<file path="src/sv/bbum_pkg.sv">
// Shared types, constants and helpers of the box blur unsharp mask block.
package bbum_pkg;

    // Pixel layout: red in bits 7:0, green in 15:8, blue in 23:16.
    localparam int unsigned LANE_W    = 8;
    localparam int unsigned NUM_LANES = 3;
    localparam int unsigned PIX_W     = LANE_W * NUM_LANES;

    // Frame geometry.
    localparam int unsigned MAX_WIDTH_DEF = 1024;
    localparam int unsigned MAX_HEIGHT    = 4096;
    localparam int unsigned ROW_W         = 12;
    localparam int unsigned WIDTH_REG_W   = 11;
    localparam int unsigned HEIGHT_REG_W  = 13;
    localparam logic [WIDTH_REG_W-1:0]  WIDTH_RESET  = 11'd640;
    localparam logic [HEIGHT_REG_W-1:0] HEIGHT_RESET = 13'd480;

    // Configuration port.
    localparam int unsigned CFG_ADDR_W  = 3;
    localparam int unsigned CFG_DATA_W  = 32;
    localparam int unsigned REG_SEL_BIT = 2;

    typedef enum logic [0:0] {
        REG_FRAME_WIDTH  = 1'b0,
        REG_FRAME_HEIGHT = 1'b1
    } t_reg_idx;

    typedef enum logic [0:0] {
        CMD_PIXEL = 1'b0,
        CMD_FLUSH = 1'b1
    } t_cmd;

    // Blur arithmetic: floor(sum / 9) as (sum * 7282) >> 16, exact for sums below 4096.
    localparam int unsigned SUM_W       = 12;
    localparam int unsigned RECIP_W     = 13;
    localparam int unsigned RECIP_SHIFT = 16;
    localparam int unsigned PROD_W      = SUM_W + RECIP_W;
    localparam int unsigned SMOOTH_W    = PROD_W - RECIP_SHIFT;
    localparam int unsigned BOOST_W     = LANE_W + 2;
    localparam logic [RECIP_W-1:0] RECIP9   = 13'd7282;
    localparam logic [LANE_W-1:0]  LANE_MAX = 8'd255;

    // Job queue between front and back.
    localparam int unsigned JOBQ_DEPTH = 4;

    typedef logic [PIX_W-1:0] t_pixel;

    // Control part of one job handed from the front to the back.
    typedef struct packed {
        logic is_flush;  // drain beat taken from the line stores
        logic emit;      // data beat that produces a result
        logic interior;  // result pixel gets sharpened
        logic last;      // final result of the frame
        logic sel_mid;   // drain beat reads the middle store, else the upper one
    } t_job_ctl;

    function automatic logic [LANE_W-1:0] lane_of(input t_pixel px, input int unsigned k);
        return px[LANE_W*k +: LANE_W];
    endfunction

endpackage

</file>
<file path="src/sv/bbum_jobq.sv">
// Short job queue that decouples the front end from the back end.
module bbum_jobq #(
    parameter int unsigned MAX_WIDTH = 1024,
    parameter int unsigned DEPTH     = 4
) (
    input  logic                           i_clk,
    input  logic                           i_rst_n,
    input  logic                           i_push,
    input  bbum_pkg::t_job_ctl             i_ctl,
    input  logic [$clog2(MAX_WIDTH)-1:0]   i_addr,
    input  bbum_pkg::t_pixel               i_px,
    input  logic                           i_pop,
    output logic                           o_valid,
    output bbum_pkg::t_job_ctl             o_ctl,
    output logic [$clog2(MAX_WIDTH)-1:0]   o_addr,
    output bbum_pkg::t_pixel               o_px,
    output logic                           o_full
);
    import bbum_pkg::*;

    localparam int unsigned AW = $clog2(MAX_WIDTH);
    localparam int unsigned PW = $clog2(DEPTH);
    localparam int unsigned CW = $clog2(DEPTH + 1);

    t_job_ctl      r_ctl  [DEPTH];
    logic [AW-1:0] r_addr [DEPTH];
    t_pixel        r_px   [DEPTH];
    logic [PW-1:0] r_wr_ptr;
    logic [PW-1:0] r_rd_ptr;
    logic [CW-1:0] r_count;

    logic do_push;
    logic do_pop;

    assign o_valid = (r_count != '0);
    assign o_full  = (r_count == CW'(DEPTH));
    assign do_push = i_push && !o_full;
    assign do_pop  = i_pop && o_valid;
    assign o_ctl   = r_ctl[r_rd_ptr];
    assign o_addr  = r_addr[r_rd_ptr];
    assign o_px    = r_px[r_rd_ptr];

    always_ff @(posedge i_clk) begin
        if (!i_rst_n) begin
            r_wr_ptr <= '0;
            r_rd_ptr <= '0;
            r_count  <= '0;
        end else begin
            if (do_push) begin
                r_wr_ptr <= (r_wr_ptr == PW'(DEPTH - 1)) ? '0 : r_wr_ptr + PW'(1);
            end
            if (do_pop) begin
                r_rd_ptr <= (r_rd_ptr == PW'(DEPTH - 1)) ? '0 : r_rd_ptr + PW'(1);
            end
            if (do_push && !do_pop) begin
                r_count <= r_count + CW'(1);
            end else if (do_pop && !do_push) begin
                r_count <= r_count - CW'(1);
            end
        end
    end

    always_ff @(posedge i_clk) begin
        if (do_push) begin
            r_ctl[r_wr_ptr]  <= i_ctl;
            r_addr[r_wr_ptr] <= i_addr;
            r_px[r_wr_ptr]   <= i_px;
        end
    end

endmodule

</file>
<file path="config.mk">
export PLATFORM = sky130hd
export DESIGN_NAME = bbum_jobq
export DESIGN_NICKNAME = d
export VERILOG_FILES = /design/src/sv/bbum_pkg.sv /design/src/sv/bbum_jobq.sv
export SDC_FILE = /design/constraint.sdc
export NUM_CORES = 1
export LEC_CHECK = 0
export BUFFER_PORTS_ARGS = -buffer_cell sky130_fd_sc_hd__clkbuf_2
export CAP_MARGIN = 20
export CELL_PAD_IN_SITES_DETAIL_PLACEMENT = 0
export CELL_PAD_IN_SITES_GLOBAL_PLACEMENT = 1
export CORE_MARGIN = 5
export CORE_UTILIZATION = 53
export DETAILED_ROUTE_END_ITERATION = 10
export GPL_ROUTABILITY_DRIVEN = 0
export PLACE_DENSITY_LB_ADDON = 0.08
export SYNTH_ARGS = -nofsm -noshare
export SYNTH_HDL_FRONTEND = slang
export SYNTH_SLANG_ARGS = --single-unit
</file>
<file path="constraint.sdc">
create_clock -name i_clk -period 4.1 [get_ports i_clk]
set_input_delay 0.82 -clock i_clk [delete_from_list [all_inputs] [get_ports i_clk]]
set_output_delay 0.82 -clock i_clk [all_outputs]
set_load 0.01 [all_outputs]
</file>
==> summary.txt, run 1 <==
Outcome
  • Status: finished clean

Synthesis
  • Synth warnings: 0
  • Syn_nets: 304
  • Synth top area cells: edfxtp_1, mux4_2, dfxtp_1, ha_1, and2_1
  • Top-area cell type share of the netlist area: 76.9%
  • Synth Flop Type: edfxtp_1
  • Async SR Flop Fraction: 0%
  • Count of cell types in the netlist: 23
  • Post-Syn Instances: 254
  • Post-Syn Area: 6090 um^2
  • Post-synthesis sequential area ratio: between 70% and 80%
  • Top post-synthesis cells by count: edfxtp_1, mux4_2, dfxtp_1, ha_1, nand2_1
  • Post-synth EDFFs: 156
  • Post-Syn Area per Cell: 24.0 um^2
  • Flops & latches, synth: around 170
  • Most frequent cell after synthesis: edfxtp_1
  • Area leader, netlist: edfxtp_1

Routing
  • Wirelength per Cell: a little over 20 um
  • Highest metal used: met4
  • Met2 routed WL: 5110 um
  • Post-Route M1 WL: around 4400 um
  • DR WL met3: 700 um
  • WL final: 10400 um
  • Vias per cell: 5.47
  • DRC Markers: 0
  • Pre-antenna DRT Iters: 7
  • Initial DRC count: 219
  • DR vias: 2757
  • Final antenna-violating net count: 0

Clock tree
  • CTS root buf: clkbuf_16
  • TritonCTS Sinks: 165
  • Longest Clk Path Bufs: 2
  • Post-CTS sizing: 0
  • Clock latency on the worst-skew pair: approximately 0.43 ns
  • Worst-path clk slew: 0.06 ns
  • TritonCTS Buffers: 17
  • Post-CTS Hold Buffers: 0
  • CTS tree: yes
  • H-Tree Depth: 4
  • Setup Fix Bufs, Post-CTS: 0

Floorplan
  • Num ports: between 80 and 90
  • Die span in y: 117 um
  • Initial Utilization: between 50% and 60%
  • Core footprint: 11300 um^2
  • Die width: 117 um
  • Row cnt: 39
  • Area of the die: roughly 14000 um^2

GRT
  • Initial antenna violation count: 0
  • Global route overflow: 0
  • Vias in the first global route: 2880
  • First-pass GRT wire length: 15700 um
  • Largest net degree at the start of global routing: 40
  • GRT Total Usage: between 10% and 20%

Timing
  • Slew Limit Fails: 0
  • Final setup fails: 0
  • Final hold slack: 0.512 ns
  • Slew HR: roughly 28%
  • Min cycle time layout: 2.93 ns
  • Fmax: 341 MHz
  • Final Hold Fails: 0
  • Worst Max-Slew Pin Slew: ~1.1 ns
  • Setup_tns: 0 ns
  • Final worst-path cycle share: 71.5%
  • Skew final: 0.0124 ns
  • RSZ-0062 raised after global routing: false

Worst setup path
  • Ordered cell list for the critical path: mux4_2 > clkbuf_2
  • Worst Setup End Kind: output pin
  • Maximum fanout along the worst path: 39
  • Worst path max stage delay: 0.88 ns
  • Crit-path slowest cell: dfxtp_4
  • CP Launch Type: register
  • Top delay family on crit path: flip-flops
  • Req. time, crit path: 3.28 ns
  • Buf+Inv Stages, Crit Path: 1
  • Setup CP Type: reg -> out
  • Arrival @ worst endpoint: 2.11 ns

Placement
  • Buffers on Ports: 83
  • Final HPWL DP: 5860 um
  • Placed Instance Area: 6640 um^2
  • Cell total after placement: 470

Pwr
  • Leakage: 2.51 nW
  • Psw: 1.19 mW
  • Combinational Power Share: between 10% and 20%
  • Part of the power in the clock network: about a third
  • Int Pwr: 3.53 mW
  • Worst VDD drop: 0.435 mV
  • Sequential power share: 47.2%
  • Sw frac: 25.2%
  • PwrDens: 648 nW/um^2

Final layout
  • P&R area growth vs syn: 19.6%
  • Fin area: about 7300 um^2
  • Layout cells sized above 1: 44.0%
  • Post-Layout Cell Count: 504
  • Layout Nets: 398
  • Finished Core Util: 64.4%
  • Antenna diode count: 0

Run
  • Maxcap violations: 0

Min path
  • Min-Delay Path Class: reg -> reg
cells in the final DEF (no fill, tap or decap):
cell type     n
inv_1         3
clkbuf_2     83
mux4_2       39
a21boi_0      1
o31ai_1       1
nand2_1       6
nand3_1       2
clkinv_1      3
bufinv_16     4
clkbuf_16    17
xnor2_1       1
nor3b_1       1
edfxtp_1    156
dfxtp_4       1
dfxtp_2       1
dfxtp_1       7
o21ai_0       3
buf_12        2
clkinv_2      3
mux2i_1       3
and2_2        4
and2_1        1
clkinvlp_4    2
fa_1          1
or3_1         2
clkinv_4      3
nor2b_1       2
nor2_1        2
ha_1          6
xor2_1        1
area by class of cell:
cell class | instances | area [um^2]
Inverter | 3 | 11.3
Multi-Input combinational cell | 76 | 1160
Tap cell | 143 | 179
Timing Repair Buffer | 85 | 455
Fill cell | 782 | 4030
Clock buffer | 17 | 425
Sequential cell | 165 | 4870
Clock inverter | 15 | 188
final timing paths:
kind	start	end	slack (ns)	cells past startpoint
max	register	o_px[0]	1.17	2
max reg2reg	r_count[1]	r_count[2]	1.73	7
min	r_wr_ptr[1]	r_wr_ptr[1]	0.51	2
min reg2reg	r_wr_ptr[1]	r_wr_ptr[1]	0.51	2
cell families (layout without fill, tap and decap cells):
family                   after synthesis  count (layout)  synth area share [%]
AO/OA/AOI/OAI                          5               5                 0.493
XOR/XNOR                               2               2                 0.287
adder cells (fa/ha/maj)                7               7                  1.56
buffers and inverters                 13             120                  1.23
flip-flops                           165             165                  79.8
multiplexers                          42              42                  14.9
AND/OR/NAND/NOR                       20              20                  1.70
flip-flops by register name, summed over array words and instances, names as in the netlist, named ones only:
signal and count:
r_px 96, r_count 3, r_rd_ptr 2, r_ctl 20, r_addr 40, r_wr_ptr 2
metal layers:
| metal | vias up | track usage, % |
|---|---|---|
| li1 | 1253 | - |
| met1 | 1398 | 21.6 |
| met2 | 90 | 24.7 |
| met3 | 16 | 5.14 |
| met4 | 0 | 8.49 |
| met5 | - | 0 |
worst reg2reg max path, stage by stage, from the launching register on:
cell      delay [ns]
dfxtp_1         0.36
o31ai_1         0.60
ha_1            0.30
inv_1           0.06
fa_1            0.37
xor2_1          0.17
or3_1           0.30
a21boi_0        0.15
power by group through the flow:
stage	combinational [mW]	sequential, mW	clock (mW)
final	0.868	2.23	1.63
after global routing	0.940	2.27	1.73
after CTS	0.871	2.25	1.65
after detailed placement	0.866	2.28	0
after global placement	0.855	2.27	0
after floorplan	0.673	2.13	0
through the flow:
step,power [mW],worst slack [ns]
floorplan,2.81,1.65
global placement,3.12,1.42
detailed placement,3.14,1.36
CTS,4.77,1.10
global route,4.94,0.991
finish,4.72,1.17
Note: power is estimated with default switching activity, not from simulation.
==> run 2, diff against run 1 <==
--- a/config.mk
+++ b/config.mk
@@ -10,7 +10,7 @@
 export CELL_PAD_IN_SITES_DETAIL_PLACEMENT = 0
 export CELL_PAD_IN_SITES_GLOBAL_PLACEMENT = 1
 export CORE_MARGIN = 5
-export CORE_UTILIZATION = 53
+export CORE_UTILIZATION = 50
 export DETAILED_ROUTE_END_ITERATION = 10
 export GPL_ROUTABILITY_DRIVEN = 0
 export PLACE_DENSITY_LB_ADDON = 0.08
==> constraint.sdc (replaced) <==
create_clock -name i_clk -period 2.8 [get_ports i_clk]
set_input_delay 0.56 -clock i_clk [delete_from_list [all_inputs] [get_ports i_clk]]
set_output_delay 0.56 -clock i_clk [all_outputs]
set_load 0.01 [all_outputs]
==> summary.txt, run 2 (synthesis gave the netlist of run 1 again) <==
GRT
  • Largest net degree at the start of global routing: 26
  • Initial antenna violation count: 1
  • Top Usage Layer GRT: met2
  • Met1 usage: 19.1%
  • Vias in the first global route: 2975
  • GR Util met3: 5.10%
  • First-pass GRT wire length: 16400 um
  • Global route overflow: 0
  • GRT Total Usage: 15.5%
  • Met2 Use GR: approximately 26%

Timing
  • Final setup fails: 0
  • RSZ-0062 raised after global routing: false
  • Fmax: 402 MHz
  • Min cycle time layout: 2.49 ns
  • Slew Limit Fails: 0
  • Setup_tns: 0 ns
  • Final Hold Fails: 0
  • Final hold slack: 0.361 ns
  • Slew HR: 61.3%
  • Final worst-path cycle share: 88.9%
  • Worst Max-Slew Pin Slew: 0.576 ns
  • Skew final: 0.00793 ns

Clock tree
  • Post-CTS sizing: 0
  • H-Tree Depth: 4
  • CTS root buf: clkbuf_16
  • Clock latency on the worst-skew pair: 0.41 ns
  • Setup Fix Bufs, Post-CTS: 0
  • TritonCTS Buffers: 17
  • Post-CTS Hold Buffers: 0
  • Longest Clk Path Bufs: 2
  • Worst-path clk slew: approximately 0.060 ns
  • CTS tree: yes
  • TritonCTS Sinks: 165

Worst setup path
  • Setup CP Type: reg -> out
  • Worst Setup End Kind: output pin
  • R2R Setup Slk: 0.45 ns
  • Maximum fanout along the worst path: 15
  • Crit-path slowest cell: mux4_2
  • Worst path max stage delay: 0.55 ns
  • Req. time, crit path: 2.24 ns
  • Arrival @ worst endpoint: ~1.9 ns
  • Ordered cell list for the critical path: buf_4 > mux4_2 > clkbuf_2
  • CP Launch Type: register

Routing
  • WL final: between 10000 and 15000 um
  • Vias per cell: roughly 5.3
  • Final antenna-violating net count: 0
  • Pre-antenna DRT Iters: 4
  • DRC Markers: 0
  • Wirelength per Cell: 20.2 um
  • DR vias: 2763
  • Initial DRC count: around 120

Floorplan
  • Row cnt: 40
  • Initial Utilization: between 50% and 60%
  • Area of the die: 14500 um^2
  • Core footprint: around 12000 um^2
  • Num ports: 84
  • Die width: 120 um
  • Die span in y: 120 um

Placement
  • Final HPWL DP: 6500 um
  • Buffers on Ports: 83

Outcome
  • Status: finished clean

Pwr
  • PwrDens: 940 nW/um^2
  • Leakage: approximately 2.6 nW
  • Worst VDD drop: 0.477 mV

Final layout
  • Biggest regs: r_px (96), r_addr (40), r_ctl (20)
  • Layout Nets: 409
  • Biggest register: r_px
  • Largest register FFs: 96
  • Most frequent cells in the layout: edfxtp_1, clkbuf_2, mux4_2
  • Layout cells sized above 1: 46.2%
  • Commonest non-fill, non-tap cell in the layout: edfxtp_1
  • Antenna diode count: 0
  • P&R area growth vs syn: 21.7%

Run
  • Maxcap violations: 0

Min path
  • Min-Delay Path Class: in -> reg
[run 2: changes by cell type in the layout (fill, tap and decap cells not counted), sizes merged]
cell	delta
clkinvlp	+1
buf	+11
clkbuf	+4
bufinv	-1
clkinv	-6
inv	+2
[run 2: worst paths after layout]
check | startpoint | cells past startpoint | endpoint
worst min register to register | r_wr_ptr[1] | 2 | r_wr_ptr[1]
worst max register to register | r_count[0] | 7 | r_count[2]
worst max-delay path | register | 3 | o_ctl[1]
worst min-delay path | i_px[9] | 1 | r_px[1][9]
[run 2: stage by stage]
| stage | total power, mW | instances | util (%) | worst slack [ns] | area, um^2 |
|---|---|---|---|---|---|
| final | 6.97 | 519 | 62.0 | 0.309 | 7420 |
| after global routing | 7.30 | 519 | 62.0 | 0.182 | 7420 |
| after CTS | 7.07 | 519 | 62.0 | 0.240 | 7420 |
| after detailed placement | 4.69 | 487 | 56.9 | 0.425 | 6800 |
| after global placement | 4.68 | 487 | 56.9 | 0.570 | 6800 |
| after floorplan | 4.11 | 254 | - | 0.606 | 6090 |
[run 2: cell type report]
class | instances | area, um^2
fillers | 836 | 4550
inverters | 3 | 11.3
well taps | 147 | 184
clock buffers | 21 | 470
clock inverters | 11 | 145
repair buffers | 96 | 576
flip-flops and latches | 165 | 4870
multi-input cells | 76 | 1160
[run 2: layer usage]
layer	wire length (um)	vias up
li1	-	1278
met1	4380	1394
met2	5370	77
met3	589	12
met4	123	2
met5	13	-
[run 2: report_power, final]
part           leakage, nW  switching (mW)  internal (mW)
clock                0.296           0.896           1.47
sequential            1.50           0.147           3.01
combinational        0.774           0.710          0.737
total                 2.57            1.75           5.22
[run 2: worst max-delay path, delay by kind of cell, from the launching register on]
| family | cells | cell delay (ns) |
|---|---|---|
| multiplexers | 1 | 0.55 |
| buffers and inverters | 2 | 0.43 |
| flip-flops | 1 | 0.54 |
==> run 3, diff against run 2 <==
--- a/config.mk
+++ b/config.mk
@@ -9,6 +9,7 @@
 export CAP_MARGIN = 20
 export CELL_PAD_IN_SITES_DETAIL_PLACEMENT = 0
 export CELL_PAD_IN_SITES_GLOBAL_PLACEMENT = 1
+export CORE_ASPECT_RATIO = 1.2
 export CORE_MARGIN = 5
 export CORE_UTILIZATION = 50
 export DETAILED_ROUTE_END_ITERATION = 10
==> summary.txt, run 3 (synthesis gave the netlist of run 1 again) <==
Worst setup path
  • Buf+Inv Stages, Crit Path: 2
  • Maximum fanout along the worst path: 23
  • Arrival @ worst endpoint: 1.90 ns
  • Ordered cell list for the critical path: buf_4 > mux4_2 > clkbuf_2
  • RR Startpoint: r_count[0]
  • Top delay family on crit path: multiplexers
  • Req. time, crit path: approximately 2.2 ns
  • Worst Setup End Kind: output pin
  • CP Launch Type: register
  • Crit-path slowest cell: mux4_2
  • Setup CP Type: reg -> out
  • Worst path max stage delay: between 0.5 and 0.6 ns

Min path
  • Min-Delay Path Class: in -> reg
  • Hold wc startpoint: i_ctl[1]

Timing
  • Final worst-path cycle share: 87.8%
  • Fmax: 407 MHz
  • Final setup fails: 0
  • Worst Max-Slew Pin Slew: 0.514 ns
  • RSZ-0062 raised after global routing: false
  • Setup_tns: 0 ns
  • Slew Limit Fails: 0
  • Skew final: 0.00582 ns
  • Slew HR: 65.4%
  • Min cycle time layout: ~2.5 ns
  • Final Hold Fails: 0

Final layout
  • Most frequent cells in the layout: edfxtp_1, clkbuf_2, mux4_2
  • Commonest non-fill, non-tap cell in the layout: edfxtp_1
  • Fin area: 7370 um^2
  • Antenna diode count: 0
  • Layout cells sized above 1: 45.5%
  • Post-Layout Cell Count: 528
  • P&R area growth vs syn: 21.0%
  • Multi-input gate area: 1160 um^2
  • Register area: approximately 5000 um^2
  • Finished Core Util: 61.4%
  • Layout Nets: around 400
  • Biggest register: r_px
  • Largest register FFs: 96
  • Number of fillers in the final layout: between 800 and 900
  • Biggest regs: r_px (96), r_addr (40), r_ctl (20)

GRT
  • Met1 usage: between 10% and 20%
  • Top Usage Layer GRT: met2
  • First-pass GRT wire length: 16600 um
  • Initial antenna violation count: 0
  • Largest net degree at the start of global routing: 31
  • Met2 Use GR: 26.9%
  • Vias in the first global route: 2998
  • GR Util met3: under 10%
  • Global route overflow: 0
  • GRT Total Usage: 15.5%

Routing
  • Pre-antenna DRT Iters: 4
  • Wirelength per Cell: 19.5 um
  • Initial DRC count: 108
  • Vias per cell: 5.28
  • Final antenna-violating net count: 0
  • DRC Markers: 0
  • WL final: 10300 um
  • DR vias: 2790

Clock tree
  • CTS tree: yes
  • H-Tree Depth: 4
  • Setup Fix Bufs, Post-CTS: 0
  • TritonCTS Sinks: 165
  • CTS root buf: clkbuf_16
  • Worst-path clk slew: ~0.07 ns
  • Post-CTS Hold Buffers: 0
  • Longest Clk Path Bufs: 2
  • Post-CTS sizing: 0
  • Clock latency on the worst-skew pair: 0.41 ns
  • TritonCTS Buffers: 17

Pwr
  • Worst VDD drop: 0.417 mV
  • Leakage: 2.54 nW
  • PwrDens: 930 nW/um^2

Placement
  • Final HPWL DP: 6480 um
  • Cell total after placement: approximately 500
  • Buffers on Ports: 83
  • Placed Instance Area: 6780 um^2

Floorplan
  • Die width: 111 um
  • Die span in y: 131 um
  • Core footprint: approximately 12000 um^2
  • Area of the die: approximately 15000 um^2
  • Initial Utilization: 50.8%
  • Row cnt: 44
  • Num ports: 84

Outcome
  • Status: finished clean

Run
  • Maxcap violations: 0
## run 3: cell types whose count changed in the layout (fill, tap and decap cells not counted)
cell / before / now
buf_4: 8 / 3
inv_6: 2 / 6
clkbuf_8: 3 / 0
clkinv_2: 3 / 0
clkinv_4: 0 / 3
bufinv_16: 3 / 2
clkinvlp_4: 3 / 2
dfxtp_2: 1 / 2
dfxtp_4: 1 / 0
inv_8: 0 / 1
## run 3: layer usage
layer	vias up	part of all wire, %
met5	-	0
met4	0	1.4
met3	11	4.8
met2	62	53
met1	1444	40
li1	1273	-
## run 3: worst paths after layout
path                 endpoint  slack, ns  depth (start not counted)
setup / recovery     o_px[11]       0.34                          3
setup reg to reg   r_count[2]       0.51                          7
hold reg to reg   r_wr_ptr[1]       0.50                          2
hold / removal    r_ctl[2][1]       0.36                          1
## run 3: area by class of cell
class | instances | share of cell area [%]
sequential | 165 | 66.0
multi-input combinational | 76 | 15.7
timing repair buffer | 91 | 7.30
clock buffer | 18 | 5.82
tap | 161 | 2.73
clock inverter | 14 | 2.24
inverter | 3 | 0.153
## run 3: where the power goes
part           internal (mW)  switching, mW  total [mW]
combinational          0.713          0.740        1.45
sequential              3.01         0.0986        3.10
clock                   1.34          0.955        2.30
total                   5.06           1.79        6.85
## run 3: per-stage QoR
step	setup slack, ns	hold slack [ns]	total power [mW]
after CTS	0.271	0.342	6.97
after detailed placement	0.492	0.495	4.66
after floorplan	0.606	0.468	4.11
after global routing	0.184	0.354	7.19
final	0.342	0.358	6.85
after global placement	0.585	0.489	4.64
## run 3: worst register-to-register path, delay by kind of cell (launching register included)
family	cells	cell delay [ns]
compound gates	2	0.64
xor+xnor	1	0.18
fa+ha+maj	2	0.67
simple gates	1	0.29
flops	1	0.36
buf+inv	1	0.07
