$ cat config.mk
export PLATFORM = sky130hd
export DESIGN_NAME = bbum_front
export DESIGN_NICKNAME = d
export VERILOG_FILES = /design/src/sv/bbum_pkg.sv /design/src/sv/bbum_front.sv
export SDC_FILE = /design/constraint.sdc
export NUM_CORES = 1
export LEC_CHECK = 0
export BUFFER_PORTS_ARGS = -buffer_cell sky130_fd_sc_hd__buf_2
export CORE_MARGIN = 5
export CORE_UTILIZATION = 51
export CTS_BUF_LIST = sky130_fd_sc_hd__clkbuf_16
export DETAILED_ROUTE_END_ITERATION = 12
export GPL_TIMING_DRIVEN = 0
export PLACE_DENSITY = 0.85
export SYNTH_ARGS = -nofsm -noshare
export SYNTH_HDL_FRONTEND = slang
export SYNTH_SLANG_ARGS = --single-unit
$ cat constraint.sdc
create_clock -name i_clk -period 3.6 [get_ports i_clk]
set_input_delay 0.36 -clock i_clk [delete_from_list [all_inputs] [get_ports i_clk]]
set_output_delay 0.36 -clock i_clk [all_outputs]
set_load 0.01 [all_outputs]
$ cat src/sv/bbum_pkg.sv
// Shared types, constants and helpers of the box blur unsharp mask block.
package bbum_pkg;

    // Pixel layout: red in bits 7:0, green in 15:8, blue in 23:16.
    localparam int unsigned LANE_W    = 8;
    localparam int unsigned NUM_LANES = 3;
    localparam int unsigned PIX_W     = LANE_W * NUM_LANES;

    // Frame geometry.
    localparam int unsigned MAX_WIDTH_DEF = 1024;
    localparam int unsigned MAX_HEIGHT    = 4096;
    localparam int unsigned ROW_W         = 12;
    localparam int unsigned WIDTH_REG_W   = 11;
    localparam int unsigned HEIGHT_REG_W  = 13;
    localparam logic [WIDTH_REG_W-1:0]  WIDTH_RESET  = 11'd640;
    localparam logic [HEIGHT_REG_W-1:0] HEIGHT_RESET = 13'd480;

    // Configuration port.
    localparam int unsigned CFG_ADDR_W  = 3;
    localparam int unsigned CFG_DATA_W  = 32;
    localparam int unsigned REG_SEL_BIT = 2;

    typedef enum logic [0:0] {
        REG_FRAME_WIDTH  = 1'b0,
        REG_FRAME_HEIGHT = 1'b1
    } t_reg_idx;

    typedef enum logic [0:0] {
        CMD_PIXEL = 1'b0,
        CMD_FLUSH = 1'b1
    } t_cmd;

    // Blur arithmetic: floor(sum / 9) as (sum * 7282) >> 16, exact for sums below 4096.
    localparam int unsigned SUM_W       = 12;
    localparam int unsigned RECIP_W     = 13;
    localparam int unsigned RECIP_SHIFT = 16;
    localparam int unsigned PROD_W      = SUM_W + RECIP_W;
    localparam int unsigned SMOOTH_W    = PROD_W - RECIP_SHIFT;
    localparam int unsigned BOOST_W     = LANE_W + 2;
    localparam logic [RECIP_W-1:0] RECIP9   = 13'd7282;
    localparam logic [LANE_W-1:0]  LANE_MAX = 8'd255;

    // Job queue between front and back.
    localparam int unsigned JOBQ_DEPTH = 4;

    typedef logic [PIX_W-1:0] t_pixel;

    // Control part of one job handed from the front to the back.
    typedef struct packed {
        logic is_flush;  // drain beat taken from the line stores
        logic emit;      // data beat that produces a result
        logic interior;  // result pixel gets sharpened
        logic last;      // final result of the frame
        logic sel_mid;   // drain beat reads the middle store, else the upper one
    } t_job_ctl;

    function automatic logic [LANE_W-1:0] lane_of(input t_pixel px, input int unsigned k);
        return px[LANE_W*k +: LANE_W];
    endfunction

endpackage

$ cat src/sv/bbum_front.sv
// Front end: tracks raster positions, classifies each accepted beat and issues jobs.
module bbum_front #(
    parameter int unsigned MAX_WIDTH = 1024
) (
    input  logic                           i_clk,
    input  logic                           i_rst_n,
    input  logic                           i_restart,
    input  logic [$clog2(MAX_WIDTH)-1:0]   i_w_last,
    input  logic [bbum_pkg::ROW_W-1:0]     i_h_last,
    input  logic                           i_accept,
    input  logic                           i_cmd,
    input  bbum_pkg::t_pixel               i_px,
    output logic                           o_push,
    output bbum_pkg::t_job_ctl             o_ctl,
    output logic [$clog2(MAX_WIDTH)-1:0]   o_addr,
    output bbum_pkg::t_pixel               o_px
);
    import bbum_pkg::*;

    localparam int unsigned AW = $clog2(MAX_WIDTH);

    logic [AW-1:0]    r_in_col, n_in_col;
    logic [ROW_W-1:0] r_in_row, n_in_row;
    logic [AW-1:0]    r_out_col, n_out_col;
    logic [ROW_W-1:0] r_out_row, n_out_row;
    logic             r_tail, n_tail;

    logic             is_flush;
    logic             new_frame;
    logic [AW-1:0]    col;
    logic [ROW_W-1:0] row;
    logic [AW-1:0]    ocol;
    logic [ROW_W-1:0] orow;
    logic [AW-1:0]    adv_ocol;
    logic [ROW_W-1:0] adv_orow;
    logic             emit;
    logic             interior;
    logic             out_last;

    always_comb begin
        is_flush  = (i_cmd == CMD_FLUSH);
        // A pixel arriving while a tail is pending starts a new frame at (0,0).
        new_frame = r_tail && !is_flush;
        col       = new_frame ? '0 : r_in_col;
        row       = new_frame ? '0 : r_in_row;
        ocol      = new_frame ? '0 : r_out_col;
        orow      = new_frame ? '0 : r_out_row;

        if (ocol == i_w_last) begin
            adv_ocol = '0;
            adv_orow = orow + ROW_W'(1);
        end else begin
            adv_ocol = ocol + AW'(1);
            adv_orow = orow;
        end

        // Results start once a line plus one pixel has arrived.
        emit     = (row > ROW_W'(1)) || ((row == ROW_W'(1)) && (col != '0));
        interior = (orow != '0) && (orow < i_h_last) && (ocol != '0) && (ocol < i_w_last);
        out_last = (r_out_row == i_h_last) && (r_out_col == i_w_last);

        n_in_col  = r_in_col;
        n_in_row  = r_in_row;
        n_out_col = r_out_col;
        n_out_row = r_out_row;
        n_tail    = r_tail;
        o_push    = 1'b0;
        o_ctl     = '0;
        o_addr    = col;
        o_px      = i_px;

        if (i_accept) begin
            if (is_flush) begin
                if (r_tail) begin
                    o_push        = 1'b1;
                    o_addr        = r_out_col;
                    o_ctl.is_flush = 1'b1;
                    o_ctl.emit    = 1'b1;
                    o_ctl.sel_mid = (r_out_row == i_h_last);
                    o_ctl.last    = out_last;
                    if (out_last) begin
                        n_out_col = '0;
                        n_out_row = '0;
                        n_tail    = 1'b0;
                    end else begin
                        n_out_col = adv_ocol;
                        n_out_row = adv_orow;
                    end
                end
            end else begin
                o_push         = 1'b1;
                o_ctl.emit     = emit;
                o_ctl.interior = interior;
                n_tail         = 1'b0;
                n_out_col      = emit ? adv_ocol : ocol;
                n_out_row      = emit ? adv_orow : orow;
                if (col == i_w_last) begin
                    n_in_col = '0;
                    if (row == i_h_last) begin
                        n_in_row = '0;
                        n_tail   = 1'b1;
                    end else begin
                        n_in_row = row + ROW_W'(1);
                    end
                end else begin
                    n_in_col = col + AW'(1);
                    n_in_row = row;
                end
            end
        end
    end

    always_ff @(posedge i_clk) begin
        if (!i_rst_n || i_restart) begin
            r_in_col  <= '0;
            r_in_row  <= '0;
            r_out_col <= '0;
            r_out_row <= '0;
            r_tail    <= 1'b0;
        end else begin
            r_in_col  <= n_in_col;
            r_in_row  <= n_in_row;
            r_out_col <= n_out_col;
            r_out_row <= n_out_row;
            r_tail    <= n_tail;
        end
    end

endmodule

==> results of run 1 <==
[metrics by stage]
| step | util, % | TNS (ns) | instances | area (µm²) | hold slack (ns) |
|---|---|---|---|---|---|
| 6_report | 60.07 | 0 | 815 | 5264 | 0.5435 |
| 5_1_grt | 60.07 | 0 | 815 | 5264 | 0.5265 |
| 4_1_cts | 59.75 | 0 | 816 | 5236 | 0.4993 |
| 3_5_place_dp | 57.97 | -16.80 | 810 | 5080 | 0.5243 |
| 3_3_place_gp | 57.97 | -15.75 | 810 | 5080 | 0.5125 |
| 2_1_floorplan | - | 0 | 637 | 4619 | 0.4857 |
[how the worst max path moves through the flow]
| stage | slack [ns] | end | cells past startpoint | from |
|---|---|---|---|---|
| after global placement | -0.89 | r_out_row[3] | 15 | i_cmd |
| after floorplan | 0.14 | r_out_row[3] | 15 | i_cmd |
| after CTS | 0.08 | r_out_row[3] | 14 | r_tail |
| after detailed placement | -0.91 | r_out_row[3] | 15 | i_cmd |
| after global routing | 0.008 | r_out_row[9] | 13 | r_tail |
| final | 0.13 | r_out_row[9] | 13 | r_tail |
[layout make-up]
| type | count | area (µm²) | share of cell area [%] |
|---|---|---|---|
| Buffer | 63 | 362.8 | 6.893 |
| Clock buffer | 5 | 125.1 | 2.377 |
| Clock inverter | 2 | 7.507 | 0.1426 |
| Inverter | 44 | 165.2 | 3.138 |
| Multi-Input combinational cell | 483 | 3242 | 61.59 |
| Sequential cell | 45 | 900.9 | 17.11 |
| Tap cell | 108 | 135.1 | 2.567 |
| Timing Repair Buffer | 65 | 325.3 | 6.180 |
[cells in the final DEF, fill, tap and decap left out, types with 7 or more instances in the layout]
cell / instances
dfxtp_1: 45
buf_2: 72
nor2_1: 35
and3_1: 9
nor4_1: 15
nor4bb_1: 7
xnor2_1: 14
buf_4: 28
ha_1: 28
a21o_1: 8
a31oi_1: 14
or4_1: 8
nand4_1: 17
nand3_1: 30
nand2_1: 63
clkbuf_1: 20
o21ai_0: 34
nor2b_1: 10
or3_1: 11
a21oi_1: 29
and2_1: 13
a22o_1: 13
inv_1: 43
nor3_1: 14
nand2b_1: 7
xor2_1: 20
[worst register-to-register path, cell delays in order (launching register included)]
cell and delay [ns]:
dfxtp_1 0.32, buf_4 0.15, nand2b_1 0.06, buf_4 0.18
clkbuf_2 0.24, nand2_1 0.16, inv_1 0.08, ha_1 0.30
nand4_1 0.23, or4_4 0.72, nor4_4 0.38, a21oi_1 0.13
a22o_1 0.21, a31o_2 0.21
[sequential cells by signal (all words and copies together), names as in the netlist]
name	count
r_in_col	10
r_in_row	12
r_out_row	12
r_tail	1
r_out_col	10
[layer usage]
metal	part of all wire (%)	wire, µm	up-vias
li1	-	-	2452
met1	41	6151	2464
met2	44	6743	362
met3	11	1649	57
met4	4.1	614	0
met5	0	0	-
[cell families (layout without fill, tap and decap cells)]
kind of cell	after synthesis	in the layout	synth area share (%)
buf+inv	109	179	11.27
fa+ha+maj	28	28	7.584
flops	45	45	19.50
simple gates	265	265	31.72
mux	1	1	0.2167
compound gates	155	155	23.27
xor+xnor	34	34	6.446
[report_power, final]
group	leakage (nW)	total [mW]	switching (mW)	internal [mW]
sequential	0.363	0.501	0.00202	0.499
combinational	1.93	0.186	0.110	0.0757
clock	0.0685	0.445	0.196	0.249
total	2.36	1.13	0.308	0.824
[repair_timing]
| action | 4_1_cts | 5_1_grt |
|---|---|---|
| setup endpoints to repair | 28 | 11 |
| buffers inserted | 0 | 0 |
| gates cloned | 0 | 0 |
| gates resized for setup | 9 | 9 |
==> qor.json, run 1 <==
{
  "run_status": {
    "run_status": "finished, final reports clean"
  },
  "drt": {
    "vias_per_cell": 6.546,
    "detailroute.via_count": 5335,
    "detailedRoute.firstPassIterationCount": 7,
    "postRouteAntennaNets": 0,
    "wire_per_inst_um": 18.60,
    "postRouteWirelength_mm": 15.16,
    "drt_iter0_drc": 537,
    "drc_violation_count_after_routing": 0
  },
  "setup_path": {
    "crit_path_start_kind": "flop",
    "crit_reg_reg_endpoint": "r_out_row[9]",
    "number_of_buffer_and_inverter_instances_along_the_worst_setup_path": 4,
    "worst_ep_arrival_time_ns": 3.65,
    "path_cells": "buf_4, nand2b_1, buf_4, clkbuf_2, nand2_1, inv_1, ha_1, nand4_1, or4_4, nor4_4, a21oi_1, a22o_1, a31o_2",
    "critPathCaptureType": "flop",
    "timing.critical_path.mode_cell": "buf_4",
    "path_max_fanout": 10,
    "timing.critical_path.slowest_cell_delay_ns": 0.71,
    "worst_path_max_delay_cell": "or4_4",
    "top_delay_family_on_crit_path": "simple AND/OR/NAND/NOR gates",
    "reg2reg_depth": 13,
    "worst_ep_required_time_ns": 3.78,
    "path_class": "flop to flop",
    "reg2reg_setup_slack_ns": 0.13,
    "regToRegStartpoint": "r_tail"
  },
  "grt": {
    "groute.layer.met2.usage_pct": 42.13,
    "largest_net_degree_at_the_start_of_global_routing": 20,
    "overflow": 0,
    "number_of_global_route_vias_before_repair": 4966,
    "global_route_wire_length_before_repair_mm": 24.50,
    "antenna_found_initial": 0,
    "gr-usage-all-layers_pct": 26.37,
    "top_usage_layer": "met2",
    "grt.met3_usage_pct": 5.117,
    "grt_use_met1_pct": 34.48
  },
  "yosys": {
    "post_synth.cell_area_avg_um2": 7.252,
    "post_syn_nets": 716,
    "synth.yosys.warnings": 0,
    "dominantRegCellSynth": "dfxtp_1",
    "ys_seq_area_share_pct": 19.50,
    "netlist_top_cells_count": "nand2_1 (63), dfxtp_1 (45), inv_1 (42), nor2_1 (36), o21ai_0 (34)",
    "synth-seq-cells": 45,
    "synth_area_leaders": "dfxtp_1 (20%), ha_1 (7.6%), nand2_1 (5.1%), buf_4 (4.4%), xor2_1 (3.8%)",
    "yosysMostFrequentCell": "nand2_1",
    "ys_types": 65,
    "yosys.area.top_type": "dfxtp_1",
    "synth_async_sr_flop_share_pct": 0,
    "synth_enable_flop_cells": 0,
    "share_of_the_synthesized_area_in_the_top_cell_type_pct": 19.50,
    "synth_cells": 637,
    "synth_cell_area_mm2": 0.004619
  },
  "job": {
    "max_cap_violations": 0
  },
  "floorplan": {
    "die_area_mm2": 0.01106,
    "die_h_um": 105.2,
    "floorplan.initialDensity_pct": 52.71,
    "fp-row-count": 34,
    "floorplan.die.width_um": 105.2,
    "floorplan.core_area_mm2": 0.008763,
    "io_pins": 91
  },
  "clock_network": {
    "cts_htree_levels": 2,
    "cts_buffer_depth": 2,
    "insertion_delay_ns": 0.29,
    "number_of_sinks_driven_by_the_clock_tree": 45,
    "cts.root.buffer_cell": "clkbuf_16",
    "worst_setup_hold_path_clk_slew_ns": 0.06,
    "cts_buffers": 5,
    "ctsHoldBuffers": 0,
    "tritoncts": "done"
  },
  "timing": {
    "maxClockFrequency_mhz": 288.5,
    "final-setup-viol-count": 0,
    "slew_headroom_pct": 55.96,
    "period_minus_slack_ns": 3.466,
    "fin_crit_sh_pct": 96.27,
    "postLayoutSetupSlackWorst_ns": 0.1343,
    "setup_repair_after_global_routing_missed_its_margin": "no",
    "hold_viol_final": 0,
    "worst_slew_pin_slew_ns": 0.6562,
    "final_max_slew_viol_count": 0,
    "worst_clock_skew_ns": 0.004132
  },
  "finish": {
    "antennaDiodeCount": 0,
    "layout-drive-gt1-share_pct": 17.96,
    "fin_nets": 786,
    "area_growth_syn_to_layout_pct": 13.95,
    "fill_cells": 835
  },
  "place": {
    "numPortBuffers": 65,
    "gp_congestion": 0.9390,
    "pre_cts_ws_ns": -0.9102,
    "hpwl_mm": 11.61
  },
  "power": {
    "leakage_power_nw": 2.359,
    "peak_vdd_ir_mv": 0.1628,
    "power_density_mw_per_mm2": 215.1,
    "p_total_mw": 1.132
  },
  "hold_path": {
    "holdPathEnd": "r_tail",
    "hold_depth": 4,
    "worstHoldStart": "i_accept",
    "worstHoldPathType": "input port to flop"
  }
}
Power figures use the tool's default switching activity.
==> inputs of run 2 (changes only) <==
Settings changed: CORE_MARGIN 5 to 2, MAX_ROUTING_LAYER set to met4.
==> qor.json, run 2 (synthesized netlist as in run 1, its figures left out) <==
{
  "run_status": {
    "run_status": "finished, final reports clean"
  },
  "drt": {
    "drc_violation_count_after_routing": 0,
    "detailedRoute.firstPassIterationCount": 6,
    "detailroute.via_count": 5355,
    "wire_per_inst_um": 18.56,
    "drt_iter0_drc": 507,
    "vias_per_cell": 6.579,
    "postRouteAntennaNets": 0,
    "postRouteWirelength_mm": 15.11
  },
  "grt": {
    "antenna_found_initial": 0,
    "largest_net_degree_at_the_start_of_global_routing": 20,
    "gr-usage-all-layers_pct": 31.14,
    "number_of_global_route_vias_before_repair": 4883,
    "overflow": 0,
    "global_route_wire_length_before_repair_mm": 24.09
  },
  "timing": {
    "worst_slew_pin_slew_ns": 0.8254,
    "fin_crit_sh_pct": 94.80,
    "hold_viol_final": 0,
    "slew_headroom_pct": 44.51,
    "worst_clock_skew_ns": 0.008055,
    "final_max_slew_viol_count": 0,
    "period_minus_slack_ns": 3.413,
    "final-setup-viol-count": 0,
    "setup_repair_after_global_routing_missed_its_margin": "no",
    "postLayoutSetupSlackWorst_ns": 0.1871,
    "maxClockFrequency_mhz": 293.0
  },
  "floorplan": {
    "floorplan.core_area_mm2": 0.008763,
    "fp-row-count": 34,
    "io_pins": 91,
    "floorplan.die.width_um": 99.17,
    "die_h_um": 99.17,
    "die_area_mm2": 0.009835,
    "floorplan.initialDensity_pct": 52.71
  },
  "finish": {
    "area_growth_syn_to_layout_pct": 13.71,
    "largestRegisters": "r_in_row (12), r_out_row (12)",
    "layout-drive-gt1-share_pct": 18.13,
    "antennaDiodeCount": 0,
    "layout_commonest_cell": "buf_2",
    "final_area_mm2": 0.005253,
    "fill_cells": 820,
    "fin_nets": 786,
    "layout.cells.most_common_list": "buf_2 (73), nand2_1 (63), dfxtp_1 (45)"
  },
  "job": {
    "max_cap_violations": 0
  },
  "clock_network": {
    "cts.root.buffer_cell": "clkbuf_16",
    "insertion_delay_ns": 0.30,
    "worst_setup_hold_path_clk_slew_ns": 0.06,
    "cts_buffer_depth": 2,
    "cts_buffers": 5,
    "number_of_sinks_driven_by_the_clock_tree": 45,
    "tritoncts": "done",
    "cts_htree_levels": 2
  },
  "place": {
    "placement.cell_area_mm2": 0.005080,
    "pre_cts_ws_ns": -1.007,
    "numPortBuffers": 65,
    "hpwl_mm": 11.48,
    "gp_congestion": 1.014
  },
  "setup_path": {
    "startpoint": "r_tail",
    "critPathCaptureType": "flop",
    "worst_ep_arrival_time_ns": 3.60,
    "crit_path_start_kind": "flop",
    "worst_ep_required_time_ns": 3.79,
    "regToRegStartpoint": "r_tail",
    "path_max_fanout": 10,
    "path_class": "flop to flop"
  },
  "power": {
    "leakage_power_nw": 2.346,
    "p_total_mw": 1.136,
    "peak_vdd_ir_mv": 0.2045,
    "power_density_mw_per_mm2": 216.3
  },
  "hold_path": {
    "worstHoldPathType": "input port to flop",
    "worstHoldStart": "i_accept"
  }
}
[run 2: changes by cell type in the layout (fill, tap and decap cells not counted), sizes merged]
cell  before  now
inv       43   42
[run 2: per-stage QoR]
stage	TNS [ns]	hold slack, ns	std cells	utilization, %
floorplan	0	0.4857	637	-
finish	0	0.4778	814	59.94
global route	0	0.5335	814	59.94
CTS	0	0.4836	815	59.78
global placement	-16.89	0.5189	810	57.97
detailed placement	-18.32	0.5244	810	57.97
[run 2: critical path: stages (launching register included)]
cell and delay [ns]:
dfxtp_1 0.31, buf_4 0.15, nand2b_1 0.06, buf_4 0.18
clkbuf_2 0.24, nand2_1 0.17, inv_1 0.08, ha_1 0.30
nand4_1 0.19, or4_4 0.69, nor4_4 0.38, a21oi_1 0.12
a22o_1 0.22, a31o_2 0.20
[run 2: final timing paths]
path | slack [ns] | end | depth (start not counted)
worst max-delay path | 0.19 | r_out_row[9] | 13
worst min-delay path | 0.48 | r_tail | 4
worst max register to register | 0.19 | r_out_row[9] | 13
worst min register to register | 0.54 | r_out_col[7] | 2
[run 2: cell type report]
type | instances | area [µm²] | area share (%)
repair buffers | 65 | 325.3 | 6.193
flip-flops and latches | 45 | 900.9 | 17.15
clock buffers | 5 | 125.1 | 2.382
inverters | 44 | 165.2 | 3.144
well taps | 108 | 135.1 | 2.573
multi-input cells | 483 | 3234 | 61.58
clock inverters | 1 | 5.005 | 0.09528
plain buffers | 63 | 361.6 | 6.884
[run 2: metal layers]
metal | vias up | routed length [µm] | global-route usage (%)
met2 | 354 | 6778 | 47.77
met4 | 0 | 702 | 16.97
li1 | 2441 | - | -
met3 | 81 | 1427 | 4.146
met1 | 2479 | 6203 | 39.78
met5 | - | 0 | -
[run 2: timing repair]
action / CTS / global route
endpoints found under the setup margin: 29 / 11
pin swaps: 0 / 0
hold buffers: 0 / 0
resized for setup: 10 / 6
setup buffers: 0 / 0
[run 2: report_power, final]
group	switching [mW]	internal [mW]	total (mW)
combinational	0.111	0.0757	0.186
clock	0.200	0.249	0.448
sequential	0.00196	0.499	0.501
total	0.312	0.823	1.14
==> inputs of run 3 (changes only) <==
Settings changed: BUFFER_PORTS_ARGS -buffer_cell sky130_fd_sc_hd__buf_2 to not set, CORE_UTILIZATION 51 to 59, DONT_BUFFER_PORTS set to 1.
==> qor.json, run 3 (synthesized netlist as in run 1, its figures left out) <==
{
  "clock_network": {
    "cts.root.buffer_cell": "clkbuf_16",
    "number_of_sinks_driven_by_the_clock_tree": 45,
    "ctsHoldBuffers": 0,
    "cts_htree_levels": 2,
    "cts_setup_buffers": 0,
    "tritoncts": "done",
    "worst_setup_hold_path_clk_slew_ns": 0.06,
    "cts_buffers": 5,
    "insertion_delay_ns": 0.29,
    "cts_buffer_depth": 2
  },
  "place": {
    "gp_congestion": 0.9531,
    "placement.cell_area_mm2": 0.004747,
    "hpwl_mm": 11.22,
    "place_inst": 739,
    "numPortBuffers": 0
  },
  "hold_path": {
    "worstHoldPathType": "input port to flop"
  },
  "drt": {
    "met1_routed_wirelength_after_detailed_routing_mm": 5.822,
    "detailroute.via_count": 5083,
    "postRouteAntennaNets": 0,
    "route.top_layer_used": "met4",
    "wire_per_inst_um": 19.75,
    "dr_wl_met2_mm": 6.626,
    "postRouteWirelength_mm": 14.67,
    "vias_per_cell": 6.841,
    "drc_violation_count_after_routing": 0,
    "drt_iter0_drc": 509,
    "detailedRoute.firstPassIterationCount": 7,
    "met3RoutedLength_mm": 1.701
  },
  "power": {
    "leakage_power_nw": 2.071,
    "p_total_mw": 1.090,
    "peak_vdd_ir_mv": 0.1634,
    "power_density_mw_per_mm2": 221.6
  },
  "grt": {
    "number_of_global_route_vias_before_repair": 4712,
    "global_route_wire_length_before_repair_mm": 23.44,
    "antenna_found_initial": 0,
    "largest_net_degree_at_the_start_of_global_routing": 20,
    "gr-usage-all-layers_pct": 35.09,
    "overflow": 0
  },
  "finish": {
    "final_area_mm2": 0.004918,
    "layout-drive-gt1-share_pct": 9.984,
    "layout.cells.most_common_list": "nand2_1 (63), dfxtp_1 (45), inv_1 (42)",
    "area_growth_syn_to_layout_pct": 6.474,
    "instances_no_fill": 743,
    "fin_nets": 721,
    "largestRegisters": "r_in_row (12), r_out_row (12)",
    "fill_cells": 688,
    "layout_commonest_cell": "nand2_1",
    "antennaDiodeCount": 0
  },
  "setup_path": {
    "timing.critical_path.mode_cell": "buf_4",
    "worst_path_max_delay_cell": "a221o_1",
    "number_of_buffer_and_inverter_instances_along_the_worst_setup_path": 7,
    "timing.critical_path.slowest_cell_delay_ns": 0.35,
    "worst_ep_required_time_ns": 3.24,
    "path_cells": "buf_4, nand2b_1, buf_4, buf_4, clkbuf_2, nand2_1, inv_1, ha_1, inv_1, a221o_1, and3_1, clkbuf_2, nor2_1",
    "path_max_fanout": 19,
    "worst_ep_arrival_time_ns": 3.14,
    "top_delay_family_on_crit_path": "buffers and inverters",
    "path_class": "flop to output pin",
    "critPathCaptureType": "output pin",
    "crit_path_start_kind": "flop"
  },
  "run_status": {
    "run_status": "finished, final reports clean"
  },
  "floorplan": {
    "die_h_um": 92.49,
    "floorplan.core_area_mm2": 0.007647,
    "floorplan.initialDensity_pct": 60.41,
    "die_area_mm2": 0.008553,
    "fp-row-count": 32,
    "floorplan.die.width_um": 92.49,
    "io_pins": 91
  },
  "job": {
    "max_cap_violations": 0
  },
  "timing": {
    "maxClockFrequency_mhz": 286.1,
    "period_minus_slack_ns": 3.496,
    "slew_headroom_pct": 39.77,
    "fin_crit_sh_pct": 97.11,
    "hold_viol_final": 0,
    "worst_clock_skew_ns": 0.007413,
    "setup_repair_after_global_routing_missed_its_margin": "yes",
    "final_max_slew_viol_count": 0,
    "worst_slew_pin_slew_ns": 0.8960,
    "final-setup-viol-count": 0,
    "whs_ns": 0.3116
  }
}
==> run 3: layer usage <==
| layer | vias to the layer above | GRT usage [%] |
|---|---|---|
| met2 | 346 | 55.47 |
| met3 | 61 | 8.706 |
| met5 | - | - |
| li1 | 2311 | - |
| met4 | 0 | 15.67 |
| met1 | 2365 | 42.40 |
==> run 3: final cells by class <==
| type | instances | area, µm² | area share (%) |
|---|---|---|---|
| Tap cell | 102 | 127.6 | 2.595 |
| Multi-Input combinational cell | 483 | 3238 | 65.84 |
| Buffer | 63 | 356.6 | 7.250 |
| Clock buffer | 5 | 125.1 | 2.544 |
| Inverter | 44 | 165.2 | 3.358 |
| Sequential cell | 45 | 900.9 | 18.32 |
| Clock inverter | 1 | 5.005 | 0.1018 |
==> run 3: worst register-to-register path: cells and delay by family, from the launching register on <==
| family | cells | cell delay (ns) |
|---|---|---|
| buffers and inverters | 4 | 0.68 |
| DFF | 1 | 0.32 |
| and+or+nand+nor | 6 | 1.65 |
| AOI/OAI and AO/OA | 2 | 0.41 |
| adders and majority gates | 1 | 0.29 |
==> run 3: final timing paths <==
kind | from | to | slack [ns] | depth (start not counted)
setup / recovery | r_tail | o_ctl[3] | 0.10 | 13
hold / removal | i_accept | r_tail | 0.31 | 3
setup reg to reg | r_tail | r_out_row[0] | 0.14 | 13
hold reg to reg | r_out_row[0] | r_out_row[0] | 0.54 | 1
==> run 3: where the power goes <==
group / leakage [nW] / switching [mW] / internal (mW)
sequential: 0.363 / 0.00219 / 0.499
clock: 0.0655 / 0.198 / 0.249
combinational: 1.64 / 0.0843 / 0.0574
==> run 3: stage by stage <==
stage / util [%] / TNS (ns) / worst slack (ns)
after floorplan: - / 0 / 0.1369
after detailed placement: 62.07 / -17.33 / -0.9764
after CTS: 64.10 / 0 / 0.02960
after global routing: 64.32 / -0.01259 / -0.006528
final: 64.32 / 0 / 0.1041
after global placement: 62.07 / -17.92 / -1.006
==> run 3: timing repair <==
action / in CTS / in global routing
resized for setup: 8 / 8
endpoints found under the setup margin: 27 / 13
hold endpoints to repair: 0 / 0
cloned: 0 / 0
